===== src/design/pie_pkg.sv =====
// ----------------------------------------------------------------------------
// pie_pkg
// Shared constants, codes and types of the price indicator engine.
// ----------------------------------------------------------------------------
package pie_pkg;

    localparam int WINDOW_MAX = 256;
    localparam int RING_AW    = $clog2(WINDOW_MAX);

    localparam int PRICE_W    = 32;
    localparam int WIN_W      = 9;
    localparam int ALPHA_W    = 17;
    localparam int RSIP_W     = 8;
    localparam int BF_W       = 16;
    localparam int RSI_W      = 15;
    localparam int TOTAL_W    = 40;
    localparam int CFG_IDX_W  = 2;
    localparam int CFG_DATA_W = 17;

    // shared divider
    localparam int DIV_W      = 64;
    localparam int DEN_W      = 33;
    localparam int DLEN_W     = $clog2(DIV_W + 1);

    // config register indexes
    localparam logic [CFG_IDX_W-1:0] CFG_WINDOW = 2'd0;
    localparam logic [CFG_IDX_W-1:0] CFG_ALPHA  = 2'd1;
    localparam logic [CFG_IDX_W-1:0] CFG_RSIP   = 2'd2;
    localparam logic [CFG_IDX_W-1:0] CFG_BAND   = 2'd3;

    localparam logic [WIN_W-1:0]   WIN_RST   = 9'd20;
    localparam logic [ALPHA_W-1:0] ALPHA_RST = 17'd6554;
    localparam logic [RSIP_W-1:0]  RSIP_RST  = 8'd14;
    localparam logic [BF_W-1:0]    BF_RST    = 16'd8192;
    localparam logic [ALPHA_W-1:0] ALPHA_ONE = 17'd65536;

    localparam logic [RSI_W-1:0] RSI_FULL = 15'd25600;
    localparam logic [RSI_W-1:0] RSI_HALF = 15'd12800;

    localparam logic [DLEN_W-1:0] DLEN_32 = 7'd32;
    localparam logic [DLEN_W-1:0] DLEN_40 = 7'd40;
    localparam logic [DLEN_W-1:0] DLEN_48 = 7'd48;
    localparam logic [DLEN_W-1:0] DLEN_64 = 7'd64;

    typedef enum logic [4:0] {
        ST_IDLE, ST_READ, ST_SUM, ST_EMA, ST_AVG, ST_MEAN, ST_DEV, ST_SSUM,
        ST_VAR, ST_SQRT, ST_OFF, ST_GMUL, ST_GDIV, ST_GQ, ST_LMUL, ST_LDIV,
        ST_LQ, ST_RMUL, ST_RDIV, ST_RQ, ST_OUT
    } t_state;

    typedef enum logic [4:0] {
        OP_NONE, OP_ACCEPT, OP_READ, OP_SUM, OP_EMA, OP_AVG, OP_MEAN, OP_DEV,
        OP_SSUM, OP_VAR, OP_SQRT, OP_OFF, OP_GMUL, OP_GDIV, OP_GQ, OP_LMUL,
        OP_LDIV, OP_LQ, OP_RMUL, OP_RDIV, OP_RQ, OP_OUT
    } t_op;

    typedef struct packed {
        t_op op;
    } t_cmd;

    typedef struct packed {
        logic div_busy;
        logic sqrt_busy;
        logic bands;      // count reached window
        logic multi;      // at least two samples
        logic loss_zero;
    } t_status;

    typedef struct packed {
        logic [PRICE_W-1:0] moving_avg;
        logic [PRICE_W-1:0] smoothed_price;
        logic [PRICE_W-1:0] band_upper;
        logic [PRICE_W-1:0] band_lower;
        logic               bands_valid;
        logic [RSI_W-1:0]   strength_index;
        logic               strength_valid;
    } t_result;

endpackage


===== src/design/pie_ctrl.sv =====
// ----------------------------------------------------------------------------
// pie_ctrl
// Sequencer: walks one price through the datapath steps, owns handshakes.
// ----------------------------------------------------------------------------
module pie_ctrl import pie_pkg::*; (
    input  logic    i_clk,
    input  logic    i_rst_n,
    input  logic    i_in_valid,
    output logic    o_in_ready,
    output logic    o_out_valid,
    input  logic    i_out_ready,
    input  t_status i_status,
    output t_cmd    o_cmd
);

    t_state r_state, n_state;
    logic   r_out_valid, n_out_valid;
    logic   accept;
    logic   out_load;

    assign o_in_ready  = (r_state == ST_IDLE);
    assign accept      = i_in_valid && o_in_ready;
    assign out_load    = (r_state == ST_OUT) && (!r_out_valid || i_out_ready);
    assign o_out_valid = r_out_valid;

    always_ff @(posedge i_clk) begin
        if (!i_rst_n) begin
            r_state     <= ST_IDLE;
            r_out_valid <= 1'b0;
        end else begin
            r_state     <= n_state;
            r_out_valid <= n_out_valid;
        end
    end

    always_comb begin
        n_out_valid = r_out_valid;
        if (out_load) begin
            n_out_valid = 1'b1;
        end else if (i_out_ready) begin
            n_out_valid = 1'b0;
        end
    end

    always_comb begin
        n_state = r_state;
        unique case (r_state)
            ST_IDLE: if (accept) n_state = ST_READ;
            ST_READ: n_state = ST_SUM;
            ST_SUM:  n_state = ST_EMA;
            ST_EMA:  n_state = ST_AVG;
            ST_AVG:  if (!i_status.div_busy) n_state = ST_MEAN;
            ST_MEAN: if (!i_status.div_busy) n_state = ST_DEV;
            ST_DEV:  n_state = ST_SSUM;
            ST_SSUM: begin
                if (i_status.bands)      n_state = ST_VAR;
                else if (i_status.multi) n_state = ST_GMUL;
                else                     n_state = ST_OUT;
            end
            ST_VAR:  if (!i_status.div_busy) n_state = ST_SQRT;
            ST_SQRT: if (!i_status.sqrt_busy) n_state = ST_OFF;
            ST_OFF:  n_state = i_status.multi ? ST_GMUL : ST_OUT;
            ST_GMUL: n_state = ST_GDIV;
            ST_GDIV: n_state = ST_GQ;
            ST_GQ:   if (!i_status.div_busy) n_state = ST_LMUL;
            ST_LMUL: n_state = ST_LDIV;
            ST_LDIV: n_state = ST_LQ;
            ST_LQ:   if (!i_status.div_busy) n_state = ST_RMUL;
            ST_RMUL: n_state = ST_RDIV;
            ST_RDIV: n_state = i_status.loss_zero ? ST_OUT : ST_RQ;
            ST_RQ:   if (!i_status.div_busy) n_state = ST_OUT;
            ST_OUT:  if (out_load) n_state = ST_IDLE;
            default: n_state = ST_IDLE;
        endcase
    end

    always_comb begin
        o_cmd.op = OP_NONE;
        unique case (r_state)
            ST_IDLE: o_cmd.op = accept ? OP_ACCEPT : OP_NONE;
            ST_READ: o_cmd.op = OP_READ;
            ST_SUM:  o_cmd.op = OP_SUM;
            ST_EMA:  o_cmd.op = OP_EMA;
            ST_AVG:  o_cmd.op = OP_AVG;
            ST_MEAN: o_cmd.op = OP_MEAN;
            ST_DEV:  o_cmd.op = OP_DEV;
            ST_SSUM: o_cmd.op = OP_SSUM;
            ST_VAR:  o_cmd.op = OP_VAR;
            ST_SQRT: o_cmd.op = OP_SQRT;
            ST_OFF:  o_cmd.op = OP_OFF;
            ST_GMUL: o_cmd.op = OP_GMUL;
            ST_GDIV: o_cmd.op = OP_GDIV;
            ST_GQ:   o_cmd.op = OP_GQ;
            ST_LMUL: o_cmd.op = OP_LMUL;
            ST_LDIV: o_cmd.op = OP_LDIV;
            ST_LQ:   o_cmd.op = OP_LQ;
            ST_RMUL: o_cmd.op = OP_RMUL;
            ST_RDIV: o_cmd.op = OP_RDIV;
            ST_RQ:   o_cmd.op = OP_RQ;
            ST_OUT:  o_cmd.op = out_load ? OP_OUT : OP_NONE;
            default: o_cmd.op = OP_NONE;
        endcase
    end

endmodule


===== config.mk =====
export PLATFORM = sky130hd
export DESIGN_NAME = pie_ctrl
export DESIGN_NICKNAME = d
export VERILOG_FILES = /design/src/design/pie_pkg.sv /design/src/design/pie_ctrl.sv
export SDC_FILE = /design/constraint.sdc
export NUM_CORES = 1
export LEC_CHECK = 0
export ABC_AREA = 1
export ABC_CLOCK_PERIOD_IN_PS = 1800
export BUFFER_PORTS_ARGS = -buffer_cell sky130_fd_sc_hd__buf_2
export CAP_MARGIN = 15
export CELL_PAD_IN_SITES_DETAIL_PLACEMENT = 1
export CELL_PAD_IN_SITES_GLOBAL_PLACEMENT = 2
export CORE_MARGIN = 1
export CORE_UTILIZATION = 26
export CTS_CLUSTER_SIZE = 40
export DETAILED_ROUTE_END_ITERATION = 7
export GPL_ROUTABILITY_DRIVEN = 0
export GPL_TIMING_DRIVEN = 0
export PLACE_DENSITY = 0.84
export SYNTH_ARGS = -nofsm -noshare
export SYNTH_HDL_FRONTEND = slang
export SYNTH_SLANG_ARGS = --single-unit

===== constraint.sdc =====
create_clock -name i_clk -period 1.8 [get_ports i_clk]
set_clock_uncertainty 0.05 [all_clocks]
set_input_delay 0.27 -clock i_clk [delete_from_list [all_inputs] [get_ports i_clk]]
set_output_delay 0.27 -clock i_clk [all_outputs]
set_load 0.02 [all_outputs]

==> summary.txt, run 1 <==
Run status
  • Status: complete, no violations

Yosys
  • Avg Inst Size Synth: 5.55 µm²
  • Sequential area share after synthesis: 16.5%
  • Post-Syn Area: 727 µm²
  • Yosys cell types: 21
  • #FFs+latches synth: 6
  • Syn nets: 140
  • Yosys warnings: 0
  • Cells after Synth: 131

Worst setup path
  • Reg-to-reg critical path endpoint: r_state[0]
  • Critical path fanouts, max: 6
  • FF-to-FF setup slack: 0.31 ns
  • Kind of critical path: reg2out
  • Worst R2R Path Depth: 11
  • Worst path arrival time: 1.42 ns
  • R2R Path Start: r_state[2]
  • CP Launch Type: flop
  • Crit end category: output port
  • CP required: 1.48 ns

Power and ir drop
  • Maximum vdd ir drop: 661 µV
  • Leak: 0.501 nW
  • PwrDens: 1250 mW/mm²

STA
  • Final hold viol count: 0
  • Final worst slack: 0.0641 ns
  • FMAX: 0.576 GHz
  • Final setup vio count: 0
  • RSZ-0062 raised after global routing: true
  • Crit share post-route: 96.4%
  • Worst hold slack: 0.231 ns
  • Pins over their slew limit: 0
  • Slew headroom: 79.1%
  • Final worst path period need: 1.74 ns
  • Slew @ Worst Pin: 0.312 ns

Cells and area
  • Layout area overhead: 37.9%
  • N_diodes: 0
  • Final core utilization: 39.0%
  • Fill cells: 349
  • Fin nets: 166
  • Footprint of the multi-input gates: 574 µm²
  • Post-Layout Cell Count: 185
  • Fraction of layout cells with a size suffix above 1: 39.4%
  • Commonest non-fill, non-tap cells in the layout: nand2_1 (30), nor2_1 (17), nand3_1 (14)
  • Register area: 136 µm²
  • Most common cell after layout, fill and taps aside: nand2_1

Worst hold path
  • Worst Hold Depth: 3
  • Hold Path Class: in2reg
  • Hold_sp: i_rst_n
  • Hold EP: r_state[2]

Route
  • Final ANT Viol Nets: 0
  • Pre-antenna DRT Iters: 4
  • Vias: 947
  • Via density per instance: 5.12
  • WL/cell: 14.2 µm
  • DRT iter0 DRCs: 27
  • Drc violations: 0
  • Final wirelength: 2.62 mm

Floorplanning
  • IO Pins: 16
  • Rows: 18
  • Initial Util: 28.3%
  • Die footprint: 0.00301 mm²
  • Die width: 54.9 µm
  • Core Region: 0.00257 mm²
  • Die H: 54.9 µm

Clock tree
  • Clk Latency, worst-skew pair: 0.24 ns
  • CTS tree: built
  • # clock sinks: 6
  • Number of CTS-inserted buffers: 3
  • CTS Hold Buffers Added: 0
  • Max Root-Sink Buffers: 2
  • H-tree levels: 1
  • Clock transition at path regs: 0.04 ns
  • Clk root buf: clkbuf_4

Run
  • Max capacitance violation total: 0

Global route
  • Vias in the first global route: 874
  • Largest net degree at the start of global routing: 11
  • Total gr overflow: 0
  • Total track usage: 19.3%
  • Initial antenna violation count: 0
  • First-pass GRT wire length: 3.96 mm

Placed design
  • Input/output buffers: 15
  • Post-DP HPWL: 2.08 mm
  • Placed instance count: 176
  • Pre-CTS setup slack: 0.142 ns
-- registers in the layout, indices dropped and copies added (netlist names) --
signal / count
r_state: 5
o_out_valid: 1
-- metal layers --
| layer | global-route usage [%] | share of wire, % | vias up |
|---|---|---|---|
| met5 | 0 | 0 | - |
| met4 | 10.3 | 2.6 | 0 |
| met3 | 1.39 | 3.6 | 8 |
| met2 | 32.1 | 47 | 29 |
| met1 | 24.3 | 47 | 432 |
| li1 | - | - | 478 |
-- area by class of cell --
cell class	count	share of cell area [%]
tap	30	3.75
multi-input combinational	105	57.3
timing repair buffer	21	14.1
buffer	1	1.12
sequential	6	13.6
inverter	19	7.87
clock buffer	3	2.25
-- critical path: stages, from the launching register on --
cell and delay, ns:
dfxtp_4 0.37, buf_4 0.15, nand3_4 0.11, o21ai_1 0.10
nor3_2 0.19, nand3_1 0.11, buf_6 0.14
-- kinds of logic (layout without fill, tap and decap cells) --
family	after synthesis	count (layout)	synth area share [%]
simple gates	87	87	59.0
buf+inv	20	44	10.5
compound gates	18	18	13.9
flops	6	6	16.5
-- report_power, final --
| group | internal [mW] | switching [mW] | leakage (nW) |
|---|---|---|---|
| Sequential | 0.175 | 0.0658 | 0.0522 |
| Combinational | 0.345 | 0.551 | 0.435 |
| Clock | 0.0752 | 0.0456 | 0.0138 |
-- synth_stat cells (all sizes together) --
cell type / count / area (µm²)
a21oi: 8 / 40.0
nor3: 1 / 5.00
o21ai: 6 / 30.0
dfxtp: 6 / 120
nor2: 25 / 126
buf: 1 / 5.00
nand4: 5 / 31.3
o2111ai: 2 / 17.5
inv: 18 / 67.6
o211ai: 1 / 7.51
nand2: 39 / 166
nand3: 17 / 100
a31oi: 1 / 6.26
clkinv: 1 / 3.75
-- what timing repair did --
action,in CTS,in global routing
endpoints found under the setup margin,4,5
pin swaps,0,6
gates resized for setup,10,28
setup buffers,0,6
-- worst max-delay path by stage --
stage / start / endpoint / slack, ns
2_1_floorplan: r_state[4] / o_cmd[2] / 0.32
3_3_place_gp: r_state[4] / o_cmd[2] / 0.14
3_5_place_dp: r_state[0] / o_cmd[2] / 0.14
4_1_cts: r_state[3] / o_cmd[4] / 0.007
5_1_grt: r_state[1] / o_cmd[2] / -0.02
6_report: r_state[0] / o_cmd[2] / 0.06
-- stage by stage --
| stage | area [µm²] | total power [mW] | setup TNS (ns) |
|---|---|---|---|
| final | 1000 | 1.26 | 0 |
| after global routing | 1000 | 1.36 | -0.0425 |
| after CTS | 882 | 1.08 | 0 |
| after detailed placement | 840 | 0.935 | 0 |
| after global placement | 840 | 0.928 | 0 |
| after floorplan | 727 | 0.736 | 0 |
(Power assumes the default switching activity.)
==> run 2: changes to the inputs <==
--- a/config.mk
+++ b/config.mk
@@ -7,7 +7,7 @@
 export LEC_CHECK = 0
 export ABC_AREA = 1
 export ABC_CLOCK_PERIOD_IN_PS = 1800
-export BUFFER_PORTS_ARGS = -buffer_cell sky130_fd_sc_hd__buf_2
+export BUFFER_PORTS_ARGS = -buffer_cell sky130_fd_sc_hd__buf_4
 export CAP_MARGIN = 15
 export CELL_PAD_IN_SITES_DETAIL_PLACEMENT = 1
 export CELL_PAD_IN_SITES_GLOBAL_PLACEMENT = 2
==> run 2 against run 1 <==
  * Fmax shrank 0.48%
  * Sequential power about the same
  * Total power fell by 5.1%
  * Worst setup slack got worse by 0.0084 ns
  * Clock power hardly changed
  * Critical endpoint unchanged
  * Largest cell class unchanged
==> summary.txt, run 2 (synthesis results as in run 1) <==
Clock tree
  • Clk Latency, worst-skew pair: 0.24 ns (about the same)
  • CTS Hold Buffers Added: 0 (unchanged)
  • Clk root buf: clkbuf_4 (unchanged)
  • Clock transition at path regs: 0.04 ns (about the same)
  • Max Root-Sink Buffers: 2 (unchanged)
  • Number of CTS-inserted buffers: 3 (unchanged)
  • # clock sinks: 6 (unchanged)
  • H-tree levels: 1 (unchanged)
  • CTS tree: built (unchanged)

Cells and area
  • Footprint of the multi-input gates: 577 µm² (was 574 µm²)
  • Register area: 134 µm² (was 136 µm²)
  • Post-Layout Cell Count: 184 (was 185)
  • Fraction of layout cells with a size suffix above 1: 37.7% (was 39.4%)
  • Commonest non-fill, non-tap cells in the layout: nand2_1 (31), buf_4 (19), nor2_1 (17) (was nand2_1 (30), nor2_1 (17), nand3_1 (14))
  • Fin nets: 165 (was 166)
  • Most flop-heavy register: r_state (unchanged)
  • Fill cells: 342 (was 349)
  • N_diodes: 0 (unchanged)
  • Most common cell after layout, fill and taps aside: nand2_1 (unchanged)
  • Layout area overhead: 38.9% (was 37.9%)
  • Max reg flops: 5 (unchanged)

STA
  • Final worst path period need: 1.74 ns (about the same)
  • Final worst slack: 0.0557 ns (was 0.0641 ns)
  • Pins over their slew limit: 0 (unchanged)
  • Crit share post-route: 96.9% (was 96.4%)
  • RSZ-0062 raised after global routing: true (unchanged)
  • Worst hold slack: 0.228 ns (was 0.231 ns)
  • Slew @ Worst Pin: 0.256 ns (was 0.312 ns)
  • FMAX: 0.573 GHz (was 0.576 GHz)
  • Final setup vio count: 0 (unchanged)
  • Slew headroom: 82.9% (was 79.1%)
  • Final hold viol count: 0 (unchanged)

Run status
  • Status: complete, no violations (unchanged)

Placed design
  • Pre-CTS setup slack: 0.140 ns (was 0.142 ns)
  • Placed instance count: 176 (unchanged)
  • Input/output buffers: 15 (unchanged)
  • Post-DP HPWL: 1.97 mm (was 2.08 mm)

Worst setup path
  • CP peak stage delay: 0.39 ns (was 0.37 ns)
  • Crit end category: output port (unchanged)
  • CP max-delay cell: dfxtp_4 (unchanged)
  • Kind of critical path: reg2out (unchanged)
  • Critical path fanouts, max: 7 (was 6)
  • WP buf/inv: 2 (unchanged)
  • CP Launch Type: flop (unchanged)
  • Worst path arrival time: 1.42 ns (about the same)
  • Critical path cell sequence: inv_2 -> nand3_2 -> a21oi_2 -> nor3_2 -> nand3_1 -> buf_4 (was buf_4 -> nand3_4 -> o21ai_1 -> nor3_2 -> nand3_1 -> buf_6)
  • Crit-path leading delay family: simple AND/OR/NAND/NOR gates (unchanged)
  • CP required: 1.48 ns (about the same)

Global route
  • Vias in the first global route: 838 (was 874)
  • First-pass GRT wire length: 3.80 mm (was 3.96 mm)
  • Largest net degree at the start of global routing: 11 (unchanged)
  • Initial antenna violation count: 0 (unchanged)
  • Total track usage: 18.3% (was 19.3%)
  • Total gr overflow: 0 (unchanged)

Floorplanning
  • Die H: 54.9 µm (unchanged)
  • IO Pins: 16 (unchanged)
  • Core Region: 0.00257 mm² (unchanged)
  • Rows: 18 (unchanged)
  • Die footprint: 0.00301 mm² (unchanged)
  • Die width: 54.9 µm (unchanged)
  • Initial Util: 28.3% (unchanged)

Power and ir drop
  • Clk pwr share: 10.0% (was 9.6%)
  • Logic pwr share: 70.1% (was 71.3%)
  • Sw Share: 53.5% (was 52.7%)
  • Leak: 0.506 nW (was 0.501 nW)
  • Maximum vdd ir drop: 752 µV (was 661 µV)
  • Net Sw Power: 0.639 mW (was 0.663 mW)
  • PwrDens: 1180 mW/mm² (was 1250 mW/mm²)
  • Total internal power: 0.554 mW (was 0.595 mW)
  • Total chip power: 1.19 mW (was 1.26 mW)
  • Power share of the sequential group: 19.9% (was 19.1%)

Run
  • Max capacitance violation total: 0 (unchanged)

Route
  • Final wirelength: 2.45 mm (was 2.62 mm)
  • Via density per instance: 5.02 (was 5.12)
  • DRT iter0 DRCs: 16 (was 27)
  • Final ANT Viol Nets: 0 (unchanged)
  • Pre-antenna DRT Iters: 4 (unchanged)
  • WL/cell: 13.3 µm (was 14.2 µm)
  • Drc violations: 0 (unchanged)
  • Vias: 923 (was 947)

Worst hold path
  • Hold Path Class: in2reg (unchanged)
==> run 2: per-layer routing <==
metal	global-route usage (%)	wire length (µm)	vias up
met2	28.5	1140	23
met3	1.67	99	2
met4	6.41	12	0
met1	25.6	1200	419
li1	-	-	479
met5	0	0	-
==> run 2: repair_timing <==
item | 4_1_cts | 5_1_grt
gates resized for setup | 8 | 20
pin swaps | 0 | 5
endpoints found under the setup margin | 4 | 5
buffers inserted | 0 | 5
==> run 2: power by group through the flow <==
| stage | registers [mW] | clock network (mW) | logic [mW] |
|---|---|---|---|
| after floorplan | 0.205 | 0 | 0.531 |
| after global placement | 0.216 | 0 | 0.753 |
| after detailed placement | 0.217 | 0 | 0.758 |
| after CTS | 0.221 | 0.128 | 0.767 |
| after global routing | 0.244 | 0.133 | 0.924 |
| final | 0.237 | 0.119 | 0.837 |
==> run 2: per-stage QoR <==
stage	cell area, µm²	setup TNS, ns	utilization, %
3_5_place_dp	877	0	34.2
2_1_floorplan	727	0	-
6_report	1010	0	39.3
3_3_place_gp	877	0	34.2
4_1_cts	918	-0.0129	35.8
5_1_grt	1010	-0.0416	39.3
==> run 2: layout make-up <==
cell class	count	share of cell area (%)
Sequential cell	6	13.3
Clock buffer	3	2.23
Multi-Input combinational cell	105	57.1
Tap cell	30	3.72
Inverter	19	7.31
Buffer	1	1.12
Timing Repair Buffer	20	15.2
==> run 2: worst paths after layout <==
path	start	endpoint	slack, ns	depth (start not counted)
max reg2reg	r_state[1]	r_state[1]	0.28	10
min reg2reg	r_state[1]	r_state[1]	0.53	2
min	i_rst_n	r_state[2]	0.23	3
max	r_state[0]	o_cmd[2]	0.06	6
==> run 2: worst register-to-register path: stages, from the launching register on <==
cell and delay [ns]:
dfxtp_4 0.39, nand2_1 0.13, nor2_4 0.19, buf_4 0.15, buf_4 0.10, nand3_1 0.05, nand2_1 0.06, nand2_1 0.09
nand3_1 0.09, o21ai_1 0.07, nor2_1 0.08
==> run 3: changes to the inputs <==
--- a/config.mk
+++ b/config.mk
@@ -18,6 +18,7 @@
 export GPL_ROUTABILITY_DRIVEN = 0
 export GPL_TIMING_DRIVEN = 0
 export PLACE_DENSITY = 0.84
+export SETUP_SLACK_MARGIN = 0.4
 export SYNTH_ARGS = -nofsm -noshare
 export SYNTH_HDL_FRONTEND = slang
 export SYNTH_SLANG_ARGS = --single-unit
==> run 3 against run 2 <==
  * Highest routed layer unchanged
  * Worst setup slack worse by 0.034 ns
  * First-iteration DRC count rose by 13%
  * Fmax decreased by 1.9%
  * Via count rose by 12%
  * Critical endpoint is now o_cmd[0]
  * Cell count up 4.3%
  * Non-clock buffer count rose by 8
==> summary.txt, run 3 (synthesis results as in run 1) <==
Run status
  • Status: complete, no violations (unchanged)

STA
  • Slew @ Worst Pin: 0.279 ns (was 0.256 ns)
  • Pins over their slew limit: 0 (unchanged)
  • Final setup vio count: 0 (unchanged)
  • Setup TNS: 0 ns (unchanged)
  • Final worst path period need: 1.78 ns (was 1.74 ns)
  • RSZ-0062 raised after global routing: true (unchanged)
  • Final hold viol count: 0 (unchanged)
  • Final worst slack: 0.0222 ns (was 0.0557 ns)
  • Slew headroom: 81.3% (was 82.9%)
  • Crit share post-route: 98.8% (was 96.9%)
  • FMAX: 0.562 GHz (was 0.573 GHz)

Route
  • Vias: 1033 (was 923)
  • Drc violations: 0 (unchanged)
  • DRT iter0 DRCs: 18 (was 16)
  • Final wirelength: 3.24 mm (was 2.45 mm)
  • Final ANT Viol Nets: 0 (unchanged)
  • Via density per instance: 5.38 (was 5.02)
  • Pre-antenna DRT Iters: 4 (unchanged)
  • WL/cell: 16.9 µm (was 13.3 µm)

Placed design
  • Pre-CTS setup slack: 0.111 ns (was 0.140 ns)
  • Placed cell areas: 892 µm² (was 877 µm²)
  • Input/output buffers: 15 (unchanged)
  • Post-DP HPWL: 2.11 mm (was 1.97 mm)

Cells and area
  • Commonest non-fill, non-tap cells in the layout: nand2_1 (25), buf_4 (23), nor2_1 (12), nand3_1 (12), inv_1 (11) (was nand2_1 (31), buf_4 (19), nor2_1 (17))
  • Fin nets: 173 (was 165)
  • Most flop-heavy register: r_state (unchanged)
  • Fraction of layout cells with a size suffix above 1: 50.6% (was 37.7%)
  • N_diodes: 0 (unchanged)
  • Post-route cell area: 0.00119 mm² (was 0.00101 mm²)
  • Most common cell after layout, fill and taps aside: nand2_1 (unchanged)
  • Max reg flops: 5 (unchanged)
  • Layout area overhead: 64.2% (was 38.9%)

Global route
  • Total track usage: 22.1% (was 18.3%)
  • Initial antenna violation count: 0 (unchanged)
  • First-pass GRT wire length: 4.62 mm (was 3.80 mm)
  • Largest net degree at the start of global routing: 10 (was 11)
  • Vias in the first global route: 940 (was 838)
  • Total gr overflow: 0 (unchanged)

Clock tree
  • Clk Latency, worst-skew pair: 0.26 ns (was 0.24 ns)
  • Number of CTS-inserted buffers: 3 (unchanged)
  • CTS tree: built (unchanged)
  • # clock sinks: 6 (unchanged)
  • Max Root-Sink Buffers: 2 (unchanged)
  • Clk root buf: clkbuf_4 (unchanged)
  • H-tree levels: 1 (unchanged)
  • Clock transition at path regs: 0.05 ns (was 0.04 ns)

Floorplanning
  • IO Pins: 16 (unchanged)
  • Initial Util: 28.3% (unchanged)
  • Die H: 54.9 µm (unchanged)
  • Core Region: 0.00257 mm² (unchanged)
  • Die footprint: 0.00301 mm² (unchanged)
  • Die width: 54.9 µm (unchanged)
  • Rows: 18 (unchanged)

Power and ir drop
  • Total internal power: 0.777 mW (was 0.554 mW)
  • Sw Share: 51.9% (was 53.5%)
  • Logic pwr share: 75.3% (was 70.1%)
  • Maximum vdd ir drop: 786 µV (was 752 µV)
  • Power share of the sequential group: 16.3% (was 19.9%)
  • PwrDens: 1350 mW/mm² (was 1180 mW/mm²)
  • Clk pwr share: 8.4% (was 10.0%)
  • Total chip power: 1.61 mW (was 1.19 mW)
  • Leak: 0.573 nW (was 0.506 nW)
  • Net Sw Power: 0.836 mW (was 0.639 mW)

Worst hold path
  • Hold Path Class: in2reg (unchanged)

Worst setup path
  • Kind of critical path: reg2out (unchanged)
  • Critical path fanouts, max: 5 (was 7)
  • CP required: 1.48 ns (about the same)
  • Worst path arrival time: 1.46 ns (was 1.42 ns)
  • Crit end category: output port (unchanged)
  • CP Launch Type: flop (unchanged)

Run
  • Max capacitance violation total: 0 (unchanged)
-- run 3: worst paths after layout --
path	depth (start not counted)	from	slack [ns]	to
worst max-delay path	8	r_state[3]	0.02	o_cmd[0]
worst min-delay path	3	i_rst_n	0.20	r_state[1]
worst max register to register	11	r_state[0]	0.26	r_state[2]
worst min register to register	2	r_state[1]	0.54	r_state[1]
-- run 3: per-stage QoR --
stage | util [%] | cells | hold WS, ns
floorplan | - | 131 | 0.340
global placement | 34.7 | 176 | 0.471
detailed placement | 34.7 | 176 | 0.493
CTS | 41.2 | 186 | 0.219
global route | 46.5 | 192 | 0.220
finish | 46.5 | 192 | 0.201
-- run 3: area by class of cell --
| cell class | instances | area [µm²] |
|---|---|---|
| plain buffers | 1 | 11.3 |
| clock buffers | 3 | 22.5 |
| fillers | 344 | 1370 |
| inverters | 19 | 86.3 |
| multi-input cells | 105 | 659 |
| flip-flops and latches | 6 | 139 |
| well taps | 30 | 37.5 |
| repair buffers | 28 | 238 |
-- run 3: worst max-delay path, cell delays in order, from the launching register on --
cell	delay [ns]
dfxtp_4	0.39
inv_2	0.06
nand2_2	0.10
inv_4	0.06
nand3_2	0.09
nor2_4	0.05
a21oi_2	0.12
o2111ai_1	0.14
buf_4	0.19
-- run 3: routing by layer --
metal / GRT usage (%) / routed length, µm / vias to the layer above
li1: - / - / 498
met1: 28.5 / 1350 / 489
met2: 37.1 / 1630 / 36
met3: 2.78 / 151 / 10
met4: 7.26 / 110 / 0
met5: 0 / 0 / -
-- run 3: power by group through the flow --
stage | Combinational (mW) | Sequential [mW] | Clock, mW
after floorplan | 0.542 | 0.205 | 0
after global placement | 0.767 | 0.218 | 0
after detailed placement | 0.781 | 0.223 | 0
after CTS | 0.955 | 0.250 | 0.134
after global routing | 1.31 | 0.266 | 0.142
final | 1.21 | 0.263 | 0.135
-- run 3: what timing repair did --
action,CTS,global route
buffers inserted,7,6
hold buffers,0,0
pin swaps,4,7
setup endpoints to repair,11,11
gates resized for setup,29,28
